$ cat config.mk
export PLATFORM = sky130hd
export DESIGN_NAME = ac4_sync_frame_delineator
export DESIGN_NICKNAME = d
export VERILOG_FILES = /design/src/hdl/ac4sfd_pkg.sv /design/src/hdl/ac4_sync_frame_delineator.sv /design/src/hdl/ac4sfd_cfg_regs.sv /design/src/hdl/ac4sfd_in_stage.sv /design/src/hdl/ac4sfd_core.sv /design/src/hdl/ac4sfd_out_stage.sv
export VERILOG_INCLUDE_DIRS = /design/src /design/src/hdl
export SDC_FILE = /design/constraint.sdc
export NUM_CORES = 1
export LEC_CHECK = 0
export BUFFER_PORTS_ARGS = -buffer_cell sky130_fd_sc_hd__clkbuf_2
export CORE_MARGIN = 4
export CORE_UTILIZATION = 40
export CTS_CLUSTER_DIAMETER = 150
export DETAILED_ROUTE_END_ITERATION = 12
export SLEW_MARGIN = 5
export SYNTH_ARGS = -nofsm -noshare
export SYNTH_HDL_FRONTEND = slang
export SYNTH_SLANG_ARGS = --single-unit
$ cat constraint.sdc
create_clock -name clk -period 12.38 [get_ports clk]
set_input_delay 1.238 -clock clk [delete_from_list [all_inputs] [get_ports clk]]
set_output_delay 1.238 -clock clk [all_outputs]
set_load 0.05 [all_outputs]
$ cat src/hdl/assert_macros.svh
// Assertion macros shared by the RTL files that check their own behavior.
// Depends on nothing; the user supplies the clock and reset names clk and arst_n.
`ifndef ASSERT_MACROS_SVH
`define ASSERT_MACROS_SVH

// Check a property on every rising clk edge outside reset.
`define AC4_ASSERT(label, prop, msg) \
	label: assert property (@(posedge clk) disable iff (!arst_n) (prop)) else $error(msg);

// Check that a condition implies a consequence in the same cycle.
`define AC4_ASSERT_IMPL(label, cond, cons, msg) \
	`AC4_ASSERT(label, (cond) |-> (cons), msg)

`endif

$ cat src/hdl/ac4sfd_pkg.sv
// Shared types and constants of the AC-4 sync frame delineator.
// No dependencies; imported by every module of the block.
`timescale 1ns / 1ps
package ac4sfd_pkg;

	localparam int BYTE_W = 8;
	localparam int SYNC_W = 16;
	localparam int SIZE_W = 24;
	localparam int TOTAL_W = 25;
	localparam int CFG_IDX_W = 2;

	// configuration register indexes
	localparam logic [CFG_IDX_W-1:0] CFG_PLAIN_SYNC = 2'd0;
	localparam logic [CFG_IDX_W-1:0] CFG_CRC_SYNC = 2'd1;
	localparam logic [CFG_IDX_W-1:0] CFG_MAX_BYTES = 2'd2;

	localparam logic [SYNC_W-1:0] PLAIN_SYNC_RST = 16'hAC40;
	localparam logic [SYNC_W-1:0] CRC_SYNC_RST = 16'hAC41;
	localparam logic [TOTAL_W-1:0] MAX_BYTES_RST = 25'd16777224;

	localparam logic [SYNC_W-1:0] SIZE_ESCAPE = 16'hFFFF;
	localparam logic [TOTAL_W-1:0] HEAD_PLAIN = 25'd4;
	localparam logic [TOTAL_W-1:0] HEAD_EXT = 25'd7;
	localparam logic [TOTAL_W-1:0] CRC_BYTES = 25'd2;

	typedef enum logic [2:0] {
		ROLE_HUNT = 3'd0,
		ROLE_SYNC = 3'd1,
		ROLE_SIZE = 3'd2,
		ROLE_EXT  = 3'd3,
		ROLE_PAY  = 3'd4,
		ROLE_CRC  = 3'd5
	} ac4sfd_role_t;

	typedef struct packed {
		logic [SYNC_W-1:0]  plain_sync;
		logic [SYNC_W-1:0]  crc_sync;
		logic [TOTAL_W-1:0] max_bytes;
	} ac4sfd_cfg_t;

	typedef struct packed {
		logic [BYTE_W-1:0]  byte_val;
		ac4sfd_role_t       role;
		logic               frame_end;
		logic [TOTAL_W-1:0] frame_total;
		logic               crc_present;
		logic               oversize;
	} ac4sfd_result_t;

endpackage

$ cat src/hdl/ac4_sync_frame_delineator.sv
// AC-4 sync frame delineator: tags each stream byte with its role in a sync frame.
// Each accepted byte passes the input register, then the result register, to its result beat.
// One byte per cycle unless the result output stalls; the parser state steps once per byte.
// Reset (arst_n low, asynchronous): hunting, pipeline empty, cfg registers at default values.
// Depends on ac4sfd_pkg, assert_macros.svh and the ac4sfd_* submodules.
`timescale 1ns / 1ps
`include "assert_macros.svh"
module ac4_sync_frame_delineator
	import ac4sfd_pkg::*;
(
	input  logic                 clk,
	input  logic                 arst_n,
	// configuration write channel
	input  logic                 cfg_valid,
	output logic                 cfg_ready,
	input  logic [CFG_IDX_W-1:0] cfg_index,
	input  logic [TOTAL_W-1:0]   cfg_data,
	// stream input
	input  logic                 stream_valid,
	output logic                 stream_stall,
	input  logic [BYTE_W-1:0]    stream_byte,
	// result output
	output logic                 result_valid,
	input  logic                 result_stall,
	output logic [BYTE_W-1:0]    byte_out,
	output logic [2:0]           byte_role,
	output logic                 frame_end,
	output logic [TOTAL_W-1:0]   frame_total,
	output logic                 crc_present,
	output logic                 oversize
);

	ac4sfd_cfg_t    cfg;
	ac4sfd_result_t core_res;
	ac4sfd_result_t out_res;
	logic           valid_s1;
	logic [BYTE_W-1:0] byte_s1;
	logic           advance;
	logic           step;

	// Configuration registers; writes are always taken.
	ac4sfd_cfg_regs u_cfg (
		.clk       (clk),
		.arst_n    (arst_n),
		.cfg_valid (cfg_valid),
		.cfg_ready (cfg_ready),
		.cfg_index (cfg_index),
		.cfg_data  (cfg_data),
		.cfg       (cfg)
	);

	// Input register: holds a byte while the result register is full and stalled.
	ac4sfd_in_stage u_in (
		.clk          (clk),
		.arst_n       (arst_n),
		.stream_valid (stream_valid),
		.stream_stall (stream_stall),
		.stream_byte  (stream_byte),
		.advance      (advance),
		.valid_s1     (valid_s1),
		.byte_s1      (byte_s1)
	);

	// The parser state advances exactly when a held byte moves into the result register.
	assign step = valid_s1 && advance;

	ac4sfd_core u_core (
		.clk     (clk),
		.arst_n  (arst_n),
		.step    (step),
		.byte_s1 (byte_s1),
		.cfg     (cfg),
		.result  (core_res)
	);

	// Result register: a finished beat waits here while the next byte is taken in.
	ac4sfd_out_stage u_out (
		.clk          (clk),
		.arst_n       (arst_n),
		.item_valid   (valid_s1),
		.result_d     (core_res),
		.advance      (advance),
		.result_valid (result_valid),
		.result_stall (result_stall),
		.result_out   (out_res)
	);

	assign byte_out = out_res.byte_val;
	assign byte_role = out_res.role;
	assign frame_end = out_res.frame_end;
	assign frame_total = out_res.frame_total;
	assign crc_present = out_res.crc_present;
	assign oversize = out_res.oversize;

	// An oversize frame is dropped, never ended.
	`AC4_ASSERT_IMPL(a_end_not_over, result_valid, !(frame_end && oversize), "frame_end with oversize")
	// Oversize can only be flagged on a byte that completes the size.
	`AC4_ASSERT_IMPL(a_over_on_size, result_valid && oversize, (byte_role == ROLE_SIZE || byte_role == ROLE_EXT), "oversize outside size bytes")
	// Hunting bytes carry no frame information.
	`AC4_ASSERT_IMPL(a_hunt_clean, result_valid && byte_role == ROLE_HUNT, (!crc_present && frame_total == '0 && !frame_end), "hunting beat with frame data")
	// The input side stalls only behind a full, stalled result register.
	`AC4_ASSERT_IMPL(a_stall_cause, stream_stall, (result_valid && result_stall && valid_s1), "input stall without output backpressure")

endmodule

$ cat src/hdl/ac4sfd_cfg_regs.sv
// Configuration registers: sync words and maximum frame length.
// Depends on ac4sfd_pkg.
`timescale 1ns / 1ps
module ac4sfd_cfg_regs
	import ac4sfd_pkg::*;
(
	input  logic                 clk,
	input  logic                 arst_n,
	input  logic                 cfg_valid,
	output logic                 cfg_ready,
	input  logic [CFG_IDX_W-1:0] cfg_index,
	input  logic [TOTAL_W-1:0]   cfg_data,
	output ac4sfd_cfg_t          cfg
);

	ac4sfd_cfg_t cfg_q;

	assign cfg_ready = 1'b1;
	assign cfg = cfg_q;

	always_ff @(posedge clk or negedge arst_n) begin
		if (!arst_n) begin
			cfg_q.plain_sync <= PLAIN_SYNC_RST;
			cfg_q.crc_sync <= CRC_SYNC_RST;
			cfg_q.max_bytes <= MAX_BYTES_RST;
		end else if (cfg_valid && cfg_ready) begin
			// writes to the unused index are dropped
			if (cfg_index == CFG_PLAIN_SYNC) begin
				cfg_q.plain_sync <= cfg_data[SYNC_W-1:0];
			end
			if (cfg_index == CFG_CRC_SYNC) begin
				cfg_q.crc_sync <= cfg_data[SYNC_W-1:0];
			end
			if (cfg_index == CFG_MAX_BYTES) begin
				cfg_q.max_bytes <= cfg_data;
			end
		end
	end

endmodule

$ cat src/hdl/ac4sfd_in_stage.sv
// Input register stage: captures one stream byte and holds it until the core takes it.
// Depends on ac4sfd_pkg.
`timescale 1ns / 1ps
module ac4sfd_in_stage
	import ac4sfd_pkg::*;
(
	input  logic              clk,
	input  logic              arst_n,
	input  logic              stream_valid,
	output logic              stream_stall,
	input  logic [BYTE_W-1:0] stream_byte,
	input  logic              advance,
	output logic              valid_s1,
	output logic [BYTE_W-1:0] byte_s1
);

	logic vld_s1;
	logic [BYTE_W-1:0] dat_s1;

	// stall only when a byte is held and the core cannot move it on
	assign stream_stall = vld_s1 && !advance;
	assign valid_s1 = vld_s1;
	assign byte_s1 = dat_s1;

	always_ff @(posedge clk or negedge arst_n) begin
		if (!arst_n) begin
			vld_s1 <= 1'b0;
		end else if (!stream_stall) begin
			vld_s1 <= stream_valid;
		end
	end

	always_ff @(posedge clk) begin
		if (stream_valid && !stream_stall) begin
			dat_s1 <= stream_byte;
		end
	end

endmodule

$ cat src/hdl/ac4sfd_core.sv
// Frame parser state and per-byte classification logic.
// Depends on ac4sfd_pkg.
`timescale 1ns / 1ps
module ac4sfd_core
	import ac4sfd_pkg::*;
(
	input  logic              clk,
	input  logic              arst_n,
	input  logic              step,
	input  logic [BYTE_W-1:0] byte_s1,
	input  ac4sfd_cfg_t       cfg,
	output ac4sfd_result_t    result
);

	typedef enum logic [1:0] {
		PH_HUNT,
		PH_SIZE,
		PH_EXT,
		PH_BODY
	} phase_t;

	phase_t phase_q, phase_d;
	logic [BYTE_W-1:0]  prev_q, prev_d;
	logic [SIZE_W-1:0]  acc_q, acc_d;
	logic [TOTAL_W-1:0] rem_q, rem_d;
	logic               crc_q, crc_d;
	logic [1:0]         cnt_q, cnt_d;
	logic [TOTAL_W-1:0] len_q, len_d;

	logic [SYNC_W-1:0]  word;
	logic [SYNC_W-1:0]  acc16;
	logic [SIZE_W-1:0]  ext_acc;
	logic               size_done;
	logic [SIZE_W-1:0]  size_val;
	logic [TOTAL_W-1:0] head;
	logic [TOTAL_W-1:0] body_len;
	logic [TOTAL_W-1:0] total;

	assign word = {prev_q, byte_s1};
	assign acc16 = acc_q[SYNC_W-1:0] | {{(SYNC_W-BYTE_W){1'b0}}, byte_s1};
	assign ext_acc = {acc_q[SYNC_W-1:0], byte_s1};

	always_comb begin
		phase_d = phase_q;
		prev_d = prev_q;
		acc_d = acc_q;
		rem_d = rem_q;
		crc_d = crc_q;
		cnt_d = cnt_q;
		len_d = len_q;
		size_done = 1'b0;
		size_val = '0;
		head = '0;
		result.byte_val = byte_s1;
		result.role = ROLE_HUNT;
		result.frame_end = 1'b0;
		result.frame_total = '0;
		result.crc_present = 1'b0;
		result.oversize = 1'b0;

		unique case (phase_q)
			PH_SIZE: begin
				result.role = ROLE_SIZE;
				result.crc_present = crc_q;
				if (cnt_q == 2'd0) begin
					acc_d = {{(SIZE_W-SYNC_W){1'b0}}, byte_s1, {BYTE_W{1'b0}}};
					cnt_d = 2'd1;
				end else begin
					acc_d = {{(SIZE_W-SYNC_W){1'b0}}, acc16};
					cnt_d = 2'd0;
					if (acc16 == SIZE_ESCAPE) begin
						phase_d = PH_EXT;
						acc_d = '0;
					end else begin
						size_done = 1'b1;
						size_val = {{(SIZE_W-SYNC_W){1'b0}}, acc16};
						head = HEAD_PLAIN;
					end
				end
			end
			PH_EXT: begin
				result.role = ROLE_EXT;
				result.crc_present = crc_q;
				acc_d = ext_acc;
				if (cnt_q < 2'd2) begin
					cnt_d = cnt_q + 2'd1;
				end else begin
					cnt_d = 2'd0;
					size_done = 1'b1;
					size_val = ext_acc;
					head = HEAD_EXT;
				end
			end
			PH_BODY: begin
				result.crc_present = crc_q;
				result.frame_total = len_q;
				result.role = (crc_q && rem_q <= CRC_BYTES) ? ROLE_CRC : ROLE_PAY;
				if (rem_q <= 25'd1) begin
					rem_d = '0;
					result.frame_end = 1'b1;
					phase_d = PH_HUNT;
					prev_d = '0;
					cnt_d = 2'd0;
				end else begin
					rem_d = rem_q - 25'd1;
				end
			end
			PH_HUNT: begin
				prev_d = byte_s1;
				if (word == cfg.crc_sync || word == cfg.plain_sync) begin
					// CRC sync word wins when both match
					crc_d = (word == cfg.crc_sync);
					result.role = ROLE_SYNC;
					result.crc_present = crc_d;
					phase_d = PH_SIZE;
					cnt_d = 2'd0;
					acc_d = '0;
				end
			end
		endcase

		body_len = {1'b0, size_val} + (crc_q ? CRC_BYTES : '0);
		total = body_len + head;

		if (size_done) begin
			result.frame_total = total;
			if (total > cfg.max_bytes) begin
				result.oversize = 1'b1;
				phase_d = PH_HUNT;
				prev_d = '0;
				cnt_d = 2'd0;
			end else begin
				len_d = total;
				rem_d = body_len;
				if (body_len == '0) begin
					result.frame_end = 1'b1;
					phase_d = PH_HUNT;
					prev_d = '0;
					cnt_d = 2'd0;
				end else begin
					phase_d = PH_BODY;
				end
			end
		end
	end

	always_ff @(posedge clk or negedge arst_n) begin
		if (!arst_n) begin
			phase_q <= PH_HUNT;
			prev_q <= '0;
			acc_q <= '0;
			rem_q <= '0;
			crc_q <= 1'b0;
			cnt_q <= 2'd0;
			len_q <= '0;
		end else if (step) begin
			phase_q <= phase_d;
			prev_q <= prev_d;
			acc_q <= acc_d;
			rem_q <= rem_d;
			crc_q <= crc_d;
			cnt_q <= cnt_d;
			len_q <= len_d;
		end
	end

endmodule

$ cat src/hdl/ac4sfd_out_stage.sv
// Result register: holds one classified byte until the sink takes it.
// Depends on ac4sfd_pkg.
`timescale 1ns / 1ps
module ac4sfd_out_stage
	import ac4sfd_pkg::*;
(
	input  logic           clk,
	input  logic           arst_n,
	input  logic           item_valid,
	input  ac4sfd_result_t result_d,
	output logic           advance,
	output logic           result_valid,
	input  logic           result_stall,
	output ac4sfd_result_t result_out
);

	logic           valid_q;
	ac4sfd_result_t res_q;

	assign advance = !valid_q || !result_stall;
	assign result_valid = valid_q;
	assign result_out = res_q;

	always_ff @(posedge clk or negedge arst_n) begin
		if (!arst_n) begin
			valid_q <= 1'b0;
		end else if (advance) begin
			valid_q <= item_valid;
		end
	end

	always_ff @(posedge clk) begin
		if (advance && item_valid) begin
			res_q <= result_d;
		end
	end

endmodule
==> metrics <==
synth top area cells dfrtp_1, edfxtp_1, mux2_2; FP Rows 61; Post-CTS Hold Buffers 0; gr usage total 0.215; post-synth top area share 0.271; Initial Util 0.411; WP data required 12,670 ps; Tcrit/Tclk final 0.705; num ports 82; met2 Track Usage GR 0.325; Final HPWL DP 24,200 um; Cell Area, Placed 12,200 um2; DRT antenna net count 0; most frequent cells in the layout dfrtp_1, nand2_1, clkbuf_2; Arr. time, crit path 9020 ps; Reg2Reg Depth 26; area delta synth->final 10.7%; H-Tree Depth 4; Hold Crit Depth 2; synth warn 0; drc violations 0; Pre-antenna DRT Iters 7; Avg Synthesized Cell Area between 9 and 10 um2; Post-CTS Setup Bufs 0; CTS tree built; async set-reset flop share out of synthesis 0.746; clock root cell clkbuf_16; #FFs+latches synth approximately 190; commonest non-fill, non-tap cell in the layout dfrtp_1; CP Launch Type register; Synth cell types 106; Fin. Hold Viols 0; Max Slew Vio Count 0; Syn Nets between 1,000 and 1,500; kind of critical path register to register; Non-Filler Instances 1,618; number of global-route vias before repair 9,084; # resized after CTS 0; gr ovfl total 0; Peak Freq 115 MHz; DRT Wirelength 33,400 um; drt via density 5.83; Max Cap Viol 0; busiest metal layer after global routing met2; Power Density 198 nW/um2; insertion delay of the later-clocked pin in the worst-skew pair roughly 450 ps; Yosys top cell by area dfrtp_1; maximum vdd drop 0.000113 V; Post-synth EDFFs 47; Buffers on Ports 80; share of cells above drive strength 1 0.219; Worst slew margin 0.222; first-pass GRT wire length 52,900 um; Max clock buf depth 2; cell area after layout 12,800 um2; crit-path max cell delay 1010 ps; predominant post-synthesis flop cell dfrtp_1; first-iteration detailed-routing DRC count 987; Core Region around 28,000 um2; GR met1 Demand/Resource 0.313; placed insts around 1,600; WL per Instance 20.6 um; Final Setup Violations 0; Cell Area, Synth around 12,000 um2; Die Footprint about 32,000 um2; routed via count approximately 9,400; RSZ-0062 raised after global routing false; routability cong. 0.943; met3 GRT Util 0.0439; largest net degree at the start of global routing 73; status finished clean; Clock transition at path regs ~70 ps; CTS Buf Count 17; Least-Margin Pin Slew around 1200 ps; Mapped Cells 1,182; Pleak 5.46 nW; number of antenna repair diodes 0; Final Skew 19.1 ps; CP Max Fanout 20; CTS Sinks between 150 and 200; final setup TNS 0 ps; initial antenna violation count 0; DIE WIDTH ~180 um; crit path time final 8720 ps; register area share after synthesis 0.423; Worst Hold Class register to register; CP Capture Type register; Nets approximately 1,300; Die Ht 178 um; CP max-delay cell nor4_4
-- path summary, 6_finish.rpt --
check	from	endpoint	slack (ps)
max in group asynchronous	arst_n	u_core.prev_q[6]	10190
min reg2reg	u_core.len_q[16]	u_core.len_q[16]	480
max	u_in.byte_s1[3]	u_core.len_q[2]	3660
max reg2reg	u_in.byte_s1[3]	u_core.len_q[2]	3660
min in group asynchronous	arst_n	u_core.rem_q[21]	810
min	u_core.len_q[16]	u_core.len_q[16]	480
-- critical path, delay by kind of cell, from the launching register on --
family                   cells  cell delay, ps
AND/OR/NAND/NOR             10            4040
adder cells (fa/ha/maj)      3             810
XOR/XNOR                     1             280
flip-flops                   1             760
AO/OA/AOI/OAI               12            2660
-- logic make-up (layout without fill, tap and decap cells) --
| family | Yosys count | count (layout) | synth area share |
|---|---|---|---|
| other | 1 | 1 | 0.000325 |
| buffers and inverters | 130 | 188 | 0.0503 |
| muxes | 75 | 75 | 0.0740 |
| adders and majority gates | 38 | 38 | 0.0419 |
| AOI/OAI and AO/OA | 318 | 318 | 0.195 |
| and+or+nand+nor | 372 | 372 | 0.167 |
| DFF | 185 | 185 | 0.423 |
| xor gates and xnor gates | 63 | 63 | 0.0485 |
-- state kept, by name, summed over array words and instances (netlist names) --
register,count
u_cfg.cfg,57
u_in.byte_s1,8
u_core.len_q,25
u_core.rem_q,25
u_core.crc_q,1
u_out.result_valid,1
u_core.prev_q,8
u_core.cnt_q,2
u_out.result_out,39
u_in.valid_s1,1
u_core.acc_q,16
u_core.phase_q,2
-- synth_stat cells, drive strengths merged (7+ instances only) --
library cell    n
nand3          30
xnor2          52
inv            61
and3           14
clkbuf         34
nor2           77
nand2b          9
nand2         124
edfxtp         47
buf            34
a31oi          14
and2            9
o22ai          13
dfrtp         125
nor4           20
dfstp          13
ha             37
nor3           31
a22o           19
nand4          22
a22oi          11
or2             8
mux2           69
or3             7
a21o           28
o211ai         14
o21ai          92
a21oi          58
xor2           11
-- routing by layer --
layer	wire length, um	share of wire	vias up
met5	0	0	-
met4	667	0.020	0
met3	2140	0.064	39
met2	15000	0.45	345
met1	15500	0.47	4643
li1	-	-	4403
-- layout make-up --
type | instances | area [um2]
inverters | 62 | 233
clock inverters | 13 | 104
fillers | 2720 | 15300
flip-flops and latches | 185 | 4880
repair buffers | 94 | 512
multi-input cells | 867 | 6100
well taps | 378 | 473
clock buffers | 19 | 464
-- through the flow --
step | power, W | worst slack, ps | util | hold WS, ps
final | 0.00253 | 3660 | 0.455 | 481
after global routing | 0.00269 | 2980 | 0.455 | 509
after CTS | 0.00253 | 3810 | 0.454 | 484
after detailed placement | 0.00198 | 3820 | 0.434 | 465
after global placement | 0.00197 | 4140 | 0.434 | 461
after floorplan | 0.00169 | 5460 | - | 421
-- where the power goes --
group	total [W]	switching [W]	internal (W)
clock network	0.000535	0.000255	0.000280
registers	0.000964	0.000185	0.000779
logic	0.00103	0.000661	0.000369
Note: power is estimated with default switching activity, not from simulation.
